## src/rtl/core/cfse_pkg.sv

```systemverilog
// Shared constants of the conflict-free subset enumerator.
`default_nettype none
package cfse_pkg;

  localparam int OP_W      = 2;
  localparam int ROW_IDX_W = 5;
  localparam int ROW_W     = 32;
  localparam int CNT_W     = 6;
  localparam int CFG_IDX_W = 2;

  // Item operations
  localparam logic [OP_W-1:0] OP_WRITE_ROW = 2'd0;
  localparam logic [OP_W-1:0] OP_RESTART   = 2'd1;
  localparam logic [OP_W-1:0] OP_FETCH     = 2'd2;

  // Configuration register indexes
  localparam logic [CFG_IDX_W-1:0] REG_NODE_COUNT = 2'd0;
  localparam logic [CFG_IDX_W-1:0] REG_SET_SIZE   = 2'd1;

endpackage
`default_nettype wire

```

## src/rtl/core/cfse_req_if.sv

```systemverilog
// Request channel: operation, row index and conflict row bits.
`default_nettype none
interface cfse_req_if;
  logic                            valid;
  logic                            ready;
  logic [cfse_pkg::OP_W-1:0]       op;
  logic [cfse_pkg::ROW_IDX_W-1:0]  row_index;
  logic [cfse_pkg::ROW_W-1:0]      row_bits;

  modport source(output valid, output op, output row_index, output row_bits, input ready);
  modport sink(input valid, input op, input row_index, input row_bits, output ready);
endinterface
`default_nettype wire

```

## src/rtl/core/cfse_rsp_if.sv

```systemverilog
// Result channel: emitted set mask with found and done flags.
`default_nettype none
interface cfse_rsp_if;
  logic                        valid;
  logic                        ready;
  logic [cfse_pkg::ROW_W-1:0]  set_mask;
  logic                        found;
  logic                        done_res;

  modport source(output valid, output set_mask, output found, output done_res, input ready);
  modport sink(input valid, input set_mask, input found, input done_res, output ready);
endinterface
`default_nettype wire

```

## src/rtl/core/cfse_cfg_if.sv

```systemverilog
// Configuration write channel: register index and data.
`default_nettype none
interface cfse_cfg_if;
  logic                            valid;
  logic                            ready;
  logic [cfse_pkg::CFG_IDX_W-1:0]  index;
  logic [cfse_pkg::CNT_W-1:0]      data;

  modport source(output valid, output index, output data, input ready);
  modport sink(input valid, input index, input data, output ready);
endinterface
`default_nettype wire

```

## src/rtl/core/conflict_free_subset_enumerator.sv

```systemverilog
// Top level: conflict matrix store and backtracking subset search.
`default_nettype none
// Enumerates, one per fetch item, the subsets of exactly set_size items below
// node_count in which no pair conflicts, in lexicographic order of their
// ascending index lists; a fetch after the last set answers done_res. A pair
// conflicts if either row marks the other; the diagonal is ignored. The
// matrix lives in two synchronous memories: the rows as written and a
// transposed copy, so one read of each at the candidate gives every conflict
// of that candidate against the chosen mask. Chosen indices sit on a stack
// memory. Per item: after the accept, a row write sweeps the transposed copy
// one column per cycle over min(MAX_NODES, 32) columns (read-modify-write)
// and holds the request side during the sweep; restart and no-op need nothing
// beyond the accept; a fetch then passes through a check state before each run
// of candidates, tries candidates one per cycle (memory read pipelined against
// the check), backtracks through a stack read and the pop state, and emits
// from the check state, with a pop of the emitted top after it when the set
// is not empty. The length of a fetch is therefore data dependent, and its
// emit waits while the output register still holds an unread result.
// After reset the matrix reads as all clear through per-row valid bits; no
// clearing pass is needed. A result waits in an output register; the
// request side is taken only when the previous item's work is finished.
// Register writes are taken only while the block is idle.
module conflict_free_subset_enumerator #(
  parameter int MAX_NODES = 32
) (
  input  wire logic  clk,
  input  wire logic  rst,
  cfse_req_if.sink   req,
  cfse_rsp_if.source rsp,
  cfse_cfg_if.sink   cfg
);
  import cfse_pkg::*;

  // Rows held: row_index is 5 bits, so never more than 32.
  localparam int NROWS = (MAX_NODES < 32) ? MAX_NODES : 32;
  localparam int AW    = (NROWS > 1) ? $clog2(NROWS) : 1;
  localparam int CW    = $clog2(NROWS + 1);
  localparam int SW    = 5;

  typedef enum logic [2:0] {S_IDLE, S_COLS, S_CHECK, S_TEST, S_POP} state_t;
  typedef enum logic [1:0] {K_EMIT, K_PUSH, K_END, K_POP} kind_t;

  // Configuration
  logic [CNT_W-1:0] node_count;
  logic [CNT_W-1:0] set_size;

  // Search state
  state_t           state;
  logic [CNT_W-1:0] depth;
  logic [CW-1:0]    cand;
  logic [ROW_W-1:0] chosen;
  logic             exhausted;
  logic             pop_to_idle;

  // Column sweep
  logic [AW-1:0]        sw;
  logic [ROW_IDX_W-1:0] wr_row;
  logic [ROW_W-1:0]     wr_bits;
  logic                 col_pend;
  logic [AW-1:0]        col_waddr;

  // Memories and their valid bits
  logic [ROW_W-1:0] rows_mem [NROWS];
  logic [ROW_W-1:0] cols_mem [NROWS];
  logic [SW-1:0]    stack_mem [32];
  logic [NROWS-1:0] row_valid;
  logic [NROWS-1:0] col_valid;
  logic [ROW_W-1:0] rows_q;
  logic [ROW_W-1:0] cols_q;
  logic             rows_vq;
  logic             cols_vq;
  logic [SW-1:0]    stack_q;

  // Output register
  logic             out_valid;
  logic [ROW_W-1:0] out_mask;
  logic             out_found;
  logic             out_done;

  // Combinational
  logic             in_acc;
  logic             out_free;
  logic             row_ok;
  logic [CW-1:0]    n_act;
  kind_t            kind_chk;
  kind_t            kind_test;
  logic             clash;
  logic [ROW_W-1:0] cand_bit;
  logic [CNT_W-1:0] d_nx;
  logic [CW-1:0]    c_nx;
  logic [ROW_W-1:0] chosen_nx;
  logic             mem_re;
  logic [AW-1:0]    mem_raddr;
  logic             st_we;
  logic             st_re;
  logic [ROW_W-1:0] col_base;
  logic [ROW_W-1:0] col_wdata;

  function automatic kind_t classify(input logic [CNT_W-1:0] dd, input logic [CW-1:0] cc,
                                     input logic [CW-1:0] nn, input logic [CNT_W-1:0] kk);
    logic [6:0] d7;
    logic [6:0] c7;
    logic [6:0] n7;
    logic [6:0] k7;
    kind_t      res;
    d7 = 7'(dd);
    c7 = 7'(cc);
    n7 = 7'(nn);
    k7 = 7'(kk);
    if (d7 == k7) begin
      res = K_EMIT;
    end else if (d7 < k7 && c7 < n7 && (d7 + (n7 - c7)) >= k7) begin
      res = K_PUSH;
    end else if (d7 == 7'd0) begin
      res = K_END;
    end else begin
      res = K_POP;
    end
    return res;
  endfunction

  assign req.ready = (state == S_IDLE);
  assign cfg.ready = (state == S_IDLE);
  assign in_acc    = req.valid && req.ready;
  assign out_free  = !out_valid || rsp.ready;

  assign rsp.valid    = out_valid;
  assign rsp.set_mask = out_mask;
  assign rsp.found    = out_found;
  assign rsp.done_res = out_done;

  assign row_ok = (7'(req.row_index) < 7'(NROWS));
  assign n_act  = (7'(node_count) > 7'(NROWS)) ? CW'(NROWS) : CW'(node_count);

  // One candidate step: clash test against everything chosen so far
  assign cand_bit  = ROW_W'(1) << cand;
  assign clash     = |(((rows_vq ? rows_q : '0) | (cols_vq ? cols_q : '0))
                       & chosen & ~cand_bit);
  assign d_nx      = clash ? depth : depth + CNT_W'(1);
  assign chosen_nx = clash ? chosen : (chosen | cand_bit);
  assign c_nx      = cand + CW'(1);
  assign kind_chk  = classify(depth, cand, n_act, set_size);
  assign kind_test = classify(d_nx, c_nx, n_act, set_size);

  assign st_we = (state == S_TEST) && !clash;
  assign st_re = (state == S_CHECK) && !exhausted &&
                 (kind_chk == K_POP ||
                  (kind_chk == K_EMIT && out_free && depth != '0));

  always_comb begin
    mem_re    = 1'b0;
    mem_raddr = cand[AW-1:0];
    case (state)
      S_COLS: begin
        mem_re    = 1'b1;
        mem_raddr = sw;
      end
      S_CHECK: begin
        mem_re    = !exhausted && (kind_chk == K_PUSH);
        mem_raddr = cand[AW-1:0];
      end
      S_TEST: begin
        mem_re    = (kind_test == K_PUSH);
        mem_raddr = c_nx[AW-1:0];
      end
      default: begin
        mem_re    = 1'b0;
        mem_raddr = cand[AW-1:0];
      end
    endcase
  end

  // Transposed copy: column c gets bit wr_row set to the written row's bit c
  always_comb begin
    col_base          = cols_vq ? cols_q : '0;
    col_wdata         = col_base;
    col_wdata[wr_row] = wr_bits[col_waddr];
  end

  // Matrix memories
  always_ff @(posedge clk) begin
    if (in_acc && req.op == OP_WRITE_ROW && row_ok) begin
      rows_mem[req.row_index[AW-1:0]] <= req.row_bits;
    end
    if (col_pend) begin
      cols_mem[col_waddr] <= col_wdata;
    end
    if (mem_re) begin
      rows_q  <= rows_mem[mem_raddr];
      cols_q  <= cols_mem[mem_raddr];
      rows_vq <= row_valid[mem_raddr];
      cols_vq <= col_valid[mem_raddr];
    end
  end

  // Choice stack
  always_ff @(posedge clk) begin
    if (st_we) begin
      stack_mem[depth[SW-1:0]] <= SW'(cand);
    end
    if (st_re) begin
      stack_q <= stack_mem[SW'(depth - CNT_W'(1))];
    end
  end

  // Valid bits: an entry never written reads as zero
  always_ff @(posedge clk) begin
    if (rst) begin
      row_valid <= '0;
      col_valid <= '0;
    end else begin
      if (in_acc && req.op == OP_WRITE_ROW && row_ok) begin
        row_valid[req.row_index[AW-1:0]] <= 1'b1;
      end
      if (col_pend) begin
        col_valid[col_waddr] <= 1'b1;
      end
    end
  end

  // Configuration registers
  always_ff @(posedge clk) begin
    if (rst) begin
      node_count <= '0;
      set_size   <= '0;
    end else if (cfg.valid && cfg.ready) begin
      case (cfg.index)
        REG_NODE_COUNT: node_count <= cfg.data;
        REG_SET_SIZE:   set_size   <= cfg.data;
        default:        ;
      endcase
    end
  end

  // Sequencer
  always_ff @(posedge clk) begin
    if (rst) begin
      state       <= S_IDLE;
      depth       <= '0;
      cand        <= '0;
      chosen      <= '0;
      exhausted   <= 1'b0;
      pop_to_idle <= 1'b0;
      sw          <= '0;
      col_pend    <= 1'b0;
      out_valid   <= 1'b0;
    end else begin
      col_pend <= 1'b0;
      if (rsp.ready) begin
        out_valid <= 1'b0;
      end
      case (state)
        S_IDLE: begin
          if (in_acc) begin
            case (req.op)
              OP_WRITE_ROW: begin
                if (row_ok) begin
                  state   <= S_COLS;
                  sw      <= '0;
                  wr_row  <= req.row_index;
                  wr_bits <= req.row_bits;
                end
              end
              OP_RESTART: begin
                depth     <= '0;
                cand      <= '0;
                chosen    <= '0;
                exhausted <= 1'b0;
              end
              OP_FETCH: state <= S_CHECK;
              default:  ;
            endcase
          end
        end
        S_COLS: begin
          col_pend  <= 1'b1;
          col_waddr <= sw;
          sw        <= sw + AW'(1);
          if (sw == AW'(NROWS - 1)) begin
            state <= S_IDLE;
          end
        end
        S_CHECK: begin
          if (exhausted) begin
            if (out_free) begin
              out_valid <= 1'b1;
              out_mask  <= '0;
              out_found <= 1'b0;
              out_done  <= 1'b1;
              state     <= S_IDLE;
            end
          end else begin
            case (kind_chk)
              K_EMIT: begin
                if (out_free) begin
                  out_valid <= 1'b1;
                  out_mask  <= chosen;
                  out_found <= 1'b1;
                  out_done  <= 1'b0;
                  if (depth == '0) begin
                    exhausted <= 1'b1;
                    state     <= S_IDLE;
                  end else begin
                    pop_to_idle <= 1'b1;
                    state       <= S_POP;
                  end
                end
              end
              K_PUSH: state <= S_TEST;
              K_END:  exhausted <= 1'b1;
              K_POP: begin
                pop_to_idle <= 1'b0;
                state       <= S_POP;
              end
              default: state <= S_IDLE;
            endcase
          end
        end
        S_TEST: begin
          chosen <= chosen_nx;
          depth  <= d_nx;
          cand   <= c_nx;
          state  <= (kind_test == K_PUSH) ? S_TEST : S_CHECK;
        end
        S_POP: begin
          chosen <= chosen & ~(ROW_W'(1) << stack_q);
          cand   <= CW'(stack_q) + CW'(1);
          depth  <= depth - CNT_W'(1);
          state  <= pop_to_idle ? S_IDLE : S_CHECK;
        end
        default: state <= S_IDLE;
      endcase
    end
  end

  // A result is either a set or the end mark, never both
  a_flags: assert property (@(posedge clk) disable iff (rst)
    rsp.valid |-> (rsp.found ^ rsp.done_res))
    else $error("result carries both or neither of found and done_res");

  // Stack depth tracks the chosen mask
  a_depth_mask: assert property (@(posedge clk) disable iff (rst)
    $countones(chosen) == int'(depth))
    else $error("chosen mask disagrees with stack depth");

  // Stack holds ascending indices, all below the candidate
  a_depth_cand: assert property (@(posedge clk) disable iff (rst)
    7'(depth) <= 7'(cand))
    else $error("stack depth beyond candidate index");

  // A fetch keeps the request side closed while it searches
  a_fetch_busy: assert property (@(posedge clk) disable iff (rst)
    (req.valid && req.ready && req.op == OP_FETCH) |=> !req.ready)
    else $error("request taken during a fetch");

endmodule
`default_nettype wire

```

## src/flat_wrapper.sv

```systemverilog
// flat-port wrapper written by rule: the top's interface ports become plain ports
module conflict_free_subset_enumerator_flat import cfse_pkg::*;
#(
  parameter int MAX_NODES = 32
)
  (clk, rst, req_valid, req_op, req_row_index, req_row_bits, req_ready, rsp_valid, rsp_set_mask, rsp_found, rsp_done_res, rsp_ready, cfg_valid, cfg_index, cfg_data, cfg_ready);
  cfse_req_if req_i ();
  cfse_rsp_if rsp_i ();
  cfse_cfg_if cfg_i ();
  input  wire logic clk;
  input  wire logic rst;
  input wire logic [$bits(req_i.valid)-1:0] req_valid;
  input wire logic [$bits(req_i.op)-1:0] req_op;
  input wire logic [$bits(req_i.row_index)-1:0] req_row_index;
  input wire logic [$bits(req_i.row_bits)-1:0] req_row_bits;
  output wire logic [$bits(req_i.ready)-1:0] req_ready;
  output wire logic [$bits(rsp_i.valid)-1:0] rsp_valid;
  output wire logic [$bits(rsp_i.set_mask)-1:0] rsp_set_mask;
  output wire logic [$bits(rsp_i.found)-1:0] rsp_found;
  output wire logic [$bits(rsp_i.done_res)-1:0] rsp_done_res;
  input wire logic [$bits(rsp_i.ready)-1:0] rsp_ready;
  input wire logic [$bits(cfg_i.valid)-1:0] cfg_valid;
  input wire logic [$bits(cfg_i.index)-1:0] cfg_index;
  input wire logic [$bits(cfg_i.data)-1:0] cfg_data;
  output wire logic [$bits(cfg_i.ready)-1:0] cfg_ready;
  assign req_i.valid = req_valid;
  assign req_i.op = req_op;
  assign req_i.row_index = req_row_index;
  assign req_i.row_bits = req_row_bits;
  assign req_ready = req_i.ready;
  assign rsp_valid = rsp_i.valid;
  assign rsp_set_mask = rsp_i.set_mask;
  assign rsp_found = rsp_i.found;
  assign rsp_done_res = rsp_i.done_res;
  assign rsp_i.ready = rsp_ready;
  assign cfg_i.valid = cfg_valid;
  assign cfg_i.index = cfg_index;
  assign cfg_i.data = cfg_data;
  assign cfg_ready = cfg_i.ready;
  conflict_free_subset_enumerator #(.MAX_NODES(MAX_NODES)) u_core (.clk(clk), .rst(rst), .req(req_i), .rsp(rsp_i), .cfg(cfg_i));
endmodule
```

## config.mk

```make
export PLATFORM = sky130hd
export DESIGN_NAME = conflict_free_subset_enumerator_flat
export DESIGN_NICKNAME = d
export VERILOG_FILES = /design/src/rtl/core/cfse_pkg.sv /design/src/rtl/core/cfse_req_if.sv /design/src/rtl/core/cfse_rsp_if.sv /design/src/rtl/core/cfse_cfg_if.sv /design/src/rtl/core/conflict_free_subset_enumerator.sv /design/src/flat_wrapper.sv
export SDC_FILE = /design/constraint.sdc
export NUM_CORES = 2
export LEC_CHECK = 0
export BUFFER_PORTS_ARGS = -buffer_cell sky130_fd_sc_hd__buf_4
export CORE_MARGIN = 2
export CORE_UTILIZATION = 55
export CTS_BUF_LIST = sky130_fd_sc_hd__clkbuf_8
export DETAILED_ROUTE_END_ITERATION = 6
export MAX_ROUTING_LAYER = met4
export PLACE_DENSITY = 0.67
export SETUP_SLACK_MARGIN = 0.4
export SYNTH_ARGS = -nofsm -noshare
export SYNTH_HDL_FRONTEND = slang
export SYNTH_SLANG_ARGS = --single-unit
```

## constraint.sdc

```tcl
create_clock -name clk -period 29.6 [get_ports clk]
set_input_delay 4.44 -clock clk [delete_from_list [all_inputs] [get_ports clk]]
set_output_delay 4.44 -clock clk [all_outputs]
set_load 0.02 [all_outputs]
```

# --- Word-level counts from Yosys, hierarchy flattened ---
# Memory sizes are Yosys's and may differ from the RTL's. A register that Yosys moved wholly into a read port is not among the register bits.
# Index checks and enable logic that the tools add are counted.
# W data, S select, Z words.
classes:
  add_sub_neg: 9
  magnitude_cmp: 14
  eq_ne: 25
  shifts: 2
  muxes: 79
  bitwise: 11
  n_reduce_logical: 45
op_table:
  columns: ["cell", "n"]
  rows:
  - ["$mux W32", 9]
  - ["$or A32 B32 Y32", 4]
  - ["$and A32 B32 Y32", 3]
  - ["$pmux W32 S3", 1]
  - ["$not A32 Y32", 2]
  - ["$pmux W6 S3", 2]
  - ["$mux W1", 34]
  - ["$bwmux W32", 1]
  - ["$reduce_or A32 Y1", 1]
  - ["$shl A1 B5 Y32 const A", 1]
  - ["$shl A1 B6 Y32 const A", 1]
  - ["$lt A5 B6 Y1 const B", 4]
  - ["$lt A6 B6 Y1", 4]
  - ["$mux W6", 4]
  - ["$pmux W5 S2", 2]
  - ["$mux W3", 6]
  - ["$logic_and A1 B1 Y1", 16]
  - ["$bmux W1 S5", 3]
  - ["$demux W1 S5", 3]
  - ["$ge A5 B1 Y1 const B", 3]
  - ["$pmux W3 S5", 1]
  - ["$add A6 B7 Y7", 2]
  - ["$ge A7 B6 Y1", 2]
  - ["$sub A6 B6 Y7", 2]
  - ["37 further kinds", 74]
word_totals:
  ff_bits: 210
  ram_bits: 2208
  inputBits: 52
  output_inout_bits: 37
  word_cells: 209
  mem_count: 3
mem_list:
  columns: ["name", "depth", "word_bits", "read_ports", "rd_clocked_by_memory_dff", "wr", "line_no", "source"]
  rows:
  - ["u_core.cols_mem", 32, 32, 1, 1, 1, "conflict_free_subset_enumerator.sv:64", "logic [ROW_W-1:0] cols_mem [NROWS];"]
  - ["u_core.rows_mem", 32, 32, 1, 1, 1, "conflict_free_subset_enumerator.sv:63", "logic [ROW_W-1:0] rows_mem [NROWS];"]
  - ["u_core.stack_mem", 32, 5, 1, 1, 1, "conflict_free_subset_enumerator.sv:65", "logic [SW-1:0] stack_mem [32];"]

# --- Depth between registers and ports, before layout ---
depth:
  word_depth: 14
  mapped_depth: 23
  depth_no_buf: 22

# --- Worst setup path before layout ---
# No wires, ideal clock.
synth_path:
  kind: "reg-to-reg"
  from: "reg u_core.cand[1]"
  to: "reg u_core.cols_q[0], read port of u_core.cols_mem (enable)"
  setup_ns: 0.609
  t_arrival_ns: 10.017
  required_ns: 28.991
  setup_slack_ns: 18.974
  stages_incl_launch_ff: 24
  n_path_buf: 1
  synth_period_minus_slack_ns: 10.626
  path_cell_list: "dfxtp_1 > ha_1 > ha_1 > nand4bb_1 > a32oi_1 > a31oi_1 > nor4_2 > o2111ai_1 > buf_2 > nor2_4 > mux2i_1 > fa_1 > inv_1 > ha_1 > a21o_1 > a21oi_1 > o21ai_0 > a21oi_1 > xnor2_1 > ha_1 > o21ai_0 > a21oi_1 > o311ai_0 > a311oi_1"
synth_between:
  elab_chain_cells: 12
  elab_cells_between_ends: 31
  classes_between: "add/sub: 5; order compare: 5; eq/ne: 3; shift: 1; mux: 8; bitwise: 2; reduce/logical: 7"
synth_rtl:
  columns: ["element", "line_no", "source"]
  rows:
  - ["from (decl)", "conflict_free_subset_enumerator.sv:50", "logic [CW-1:0] cand;"]
  - ["from (signal assigned)", "conflict_free_subset_enumerator.sv:322", "cand <= c_nx;"]
  - ["from (signal assigned)", "conflict_free_subset_enumerator.sv:327", "cand <= CW'(stack_q) + CW'(1);"]
  - ["parallel branches: the longest is 11 deep, another holds $sub A6 B6 Y7", null, null]
  - ["$pmux W1 S3 *", "conflict_free_subset_enumerator.sv:153", "case (state)"]
  - ["via u_core.mem_re", "conflict_free_subset_enumerator.sv:92", "logic mem_re;"]
  - ["to (decl)", "conflict_free_subset_enumerator.sv:69", "logic [ROW_W-1:0] cols_q;"]
# Mark *: on every way through the listed nets, which the timed path passes.
# A chain may end at the register's enable or synchronous reset.

# --- Final worst setup path ---
layout_path:
  from: "reg u_core.cand[0]"
  to: "reg u_core.cols_q[28], read port of u_core.cols_mem (enable)"
# The elaborated chain is that of the path after synthesis.

==> metrics.txt <==
outcome finished clean; layout net count 5,355; FILL cells 12,600; Post-synth EDFFs 2,355; Distinct cells, synth 83; routed len/inst 30.4 um; largest net degree at the start of global routing 128; final setup margin 21.98 ns; Max rail drop VDD 0.0000583 V; worst slack, placed 22.00 ns; CORE AREA 180,000 sq um; die footprint 184,000 sq um; vias post-DR 49,400; Setup crit end kind flop; Synth area leaders edfxtp_1 (71%), mux4_2 (13%), mux2i_1 (4.1%), dfxtp_1 (2.7%), ha_1 (0.92%); GPL Wtd Cong 0.886; Top FF cell, synth edfxtp_1; power per standard cell area 63.9 nW/um^2; drt first pass iters 5; post-synth top area share 0.712; Clock Latency Late Sink 1.08 ns; crit start category flop; P&R area growth vs syn 11.1%; Leakage 0.0367 uW; sequential power share 0.561; syn_area_per_cell 20.3 sq um; CP peak stage delay 0.75 ns; Gate power share 0.068; vias in the first global route 49,700; Routed WL 239,000 um; crit-path max FO 61; first-pass GRT wire length 345,000 um; final setup violation count 0; post_cts resized 0; WS Path Type flop to flop; clk_skew 0.0666 ns; commonest non-fill, non-tap cell in the layout edfxtp_1; Synth Warn # 0; Final min period 7.62 ns; CTS tree yes; post-route ant nets 0; GRT Residual Overflow 0; clock buffer count from CTS 399; root cell of the clock tree clkbuf_8; DR DRC count 0; Total Routing Usage GR 0.268; min-delay src u_core.row_valid[21]; Boundary Pins 89; area leader, netlist edfxtp_1; Detail Placement HPWL 130,000 um; Die Y 429 um; post-synthesis sequential area ratio 0.738; H-tree level count 5; setup TNS 0 ns; Final Max Slew Viols 0; fin crit share 0.257; worst slew pin tran 1.41 ns; hold crit path type flop to flop; max_cap viols 0; hold buffers post-CTS 0; Rel. slew slack 0.0603; Worst Setup SP u_core.cand[0]; most frequent cells in the layout edfxtp_1 (2,355), mux4_2 (586), clkbuf_8 (414); clk slew on worst S/H paths 0.07 ns; cells after synthesis 4,884; RSZ-0062 raised after global routing no; initial antenna violation count 7; Critical Path AT 8.29 ns; slowest CP cell buf_4; Mapped Nets 5,021; Max clock buf depth 4; Vias/cell 6.28; port bufs 88; mapped cell area 99,400 sq um; Cell Int Power 5440 uW; final hold violations 0; FF+latch count, synth 2,487; FP Rows 156; Initial Util 0.552; worst endpoint required time 30.28 ns; # Post-CTS Setup Buffers 0; layout cells sized above 1 0.260; r2r startpoint u_core.cand[0]; Initial DRC Count 5,494; clock sinks 2,487; Critical Path, Cell by Cell buf_4, ha_1, nand3b_1, a2111oi_0, nor3_1, nor4b_2, nand2_2, nor2_4, mux2i_1, fa_1, inv_1, ha_1, a21o_1, a21oi_1, o21ai_0, a21oi_1, xnor2_1, ha_1, o21ai_0, a21oi_1, o311ai_0, a311oi_4, buf_4; asr flop ratio synth 0; clock power share 0.372; Max Fclk 131 MHz; Net Sw Frac 0.229; sw power 1620 uW; Die Span X 429 um
Yosys cell counts, types with 6 or more instances:
master	number
nand2b_1	17
a21oi_1	90
xnor2_1	23
mux2i_1	412
ha_1	73
clkbuf_1	114
buf_2	97
o211ai_1	24
nand2_1	66
a21o_1	8
buf_1	40
nand4_1	6
nand3_1	61
buf_6	8
inv_1	71
nor2b_1	42
and3_1	41
o21a_1	37
a31oi_1	15
mux4_2	586
fa_1	12
o21ai_0	21
dfxtp_1	132
nor2_1	206
o21ai_1	26
edfxtp_1	2355
o211a_1	7
nand3b_1	15
nor3_1	32
a22o_1	34
o22ai_1	9
a22oi_1	17
mux2_2	72
o31ai_1	18
power by group through the flow:
stage               Clock (uW)  Combinational (uW)  Sequential [uW]
finish                    2620                 477             3950
global route              2830                 513             3950
CTS                       2670                 477             3950
detailed placement           0                 476             4030
global placement             0                 469             4030
floorplan                    0                 303             4020
critical path, delay by kind of cell (launching register included):
family | cells | cell delay, ns
adders and majority gates | 4 | 1.32
muxes | 1 | 0.26
AOI/OAI and AO/OA | 9 | 2.21
buffers and inverters | 3 | 1.21
xor gates and xnor gates | 1 | 0.09
and+or+nand+nor | 5 | 1.39
DFF | 1 | 0.67
logic make-up after synthesis:
| group | share of synthesized area |
|---|---|
| adders and majority gates | 0.0116 |
| AOI/OAI and AO/OA | 0.0249 |
| and+or+nand+nor | 0.0258 |
| buffers and inverters | 0.0146 |
| muxes | 0.183 |
| xor gates and xnor gates | 0.00220 |
| DFF | 0.738 |
layer usage:
| metal | GRT usage | up-vias | part of all wire |
|---|---|---|---|
| met5 | - | - | 0 |
| met4 | 0.0774 | 0 | 0.026 |
| met3 | 0.0465 | 354 | 0.077 |
| met2 | 0.411 | 2235 | 0.48 |
| met1 | 0.376 | 26000 | 0.41 |
| li1 | - | 20800 | - |
sequential cells by signal, summed over array words and instances, names as in the netlist, 32 cells and up:
register,cells
u_core.cols_mem,1024
u_core.rows_mem,1024
u_core.stack_mem,160
u_core.chosen,32
u_core.col_valid,32
u_core.cols_q,32
u_core.row_valid,32
u_core.rows_q,32
u_core.rsp.set_mask,32
u_core.wr_bits,32
cell type report:
| type | instances | area, sq um | area share |
|---|---|---|---|
| well taps | 2370 | 2970 | 0.0269 |
| flip-flops and latches | 2487 | 73400 | 0.664 |
| diodes | 4 | 10.0 | 0.0000907 |
| multi-input cells | 2061 | 25300 | 0.229 |
| repair buffers | 195 | 1560 | 0.0141 |
| inverters | 74 | 278 | 0.00252 |
| clock inverters | 272 | 1250 | 0.0113 |
| clock buffers | 414 | 5700 | 0.0516 |
path summary, 6_finish.rpt:
kind,to,slack [ns],depth (start not counted)
worst max-delay path,u_core.cols_q[28],21.98,23
worst min-delay path,u_core.row_valid[21],0.46,1
worst max register to register,u_core.cols_q[28],21.98,23
worst min register to register,u_core.row_valid[21],0.46,1
through the flow:
stage / power [uW] / hold slack (ns) / cells / cell area (sq um) / utilization
after global placement: 4500 / 0.441 / 7184 / 103000 / 0.574
after floorplan: 4320 / 0.435 / 4884 / 99400 / -
after global routing: 7300 / 0.474 / 7874 / 110000 / 0.613
after CTS: 7110 / 0.464 / 7870 / 110000 / 0.612
after detailed placement: 4500 / 0.450 / 7184 / 103000 / 0.574
final: 7060 / 0.461 / 7877 / 110000 / 0.613
(Power assumes the default switching activity.)
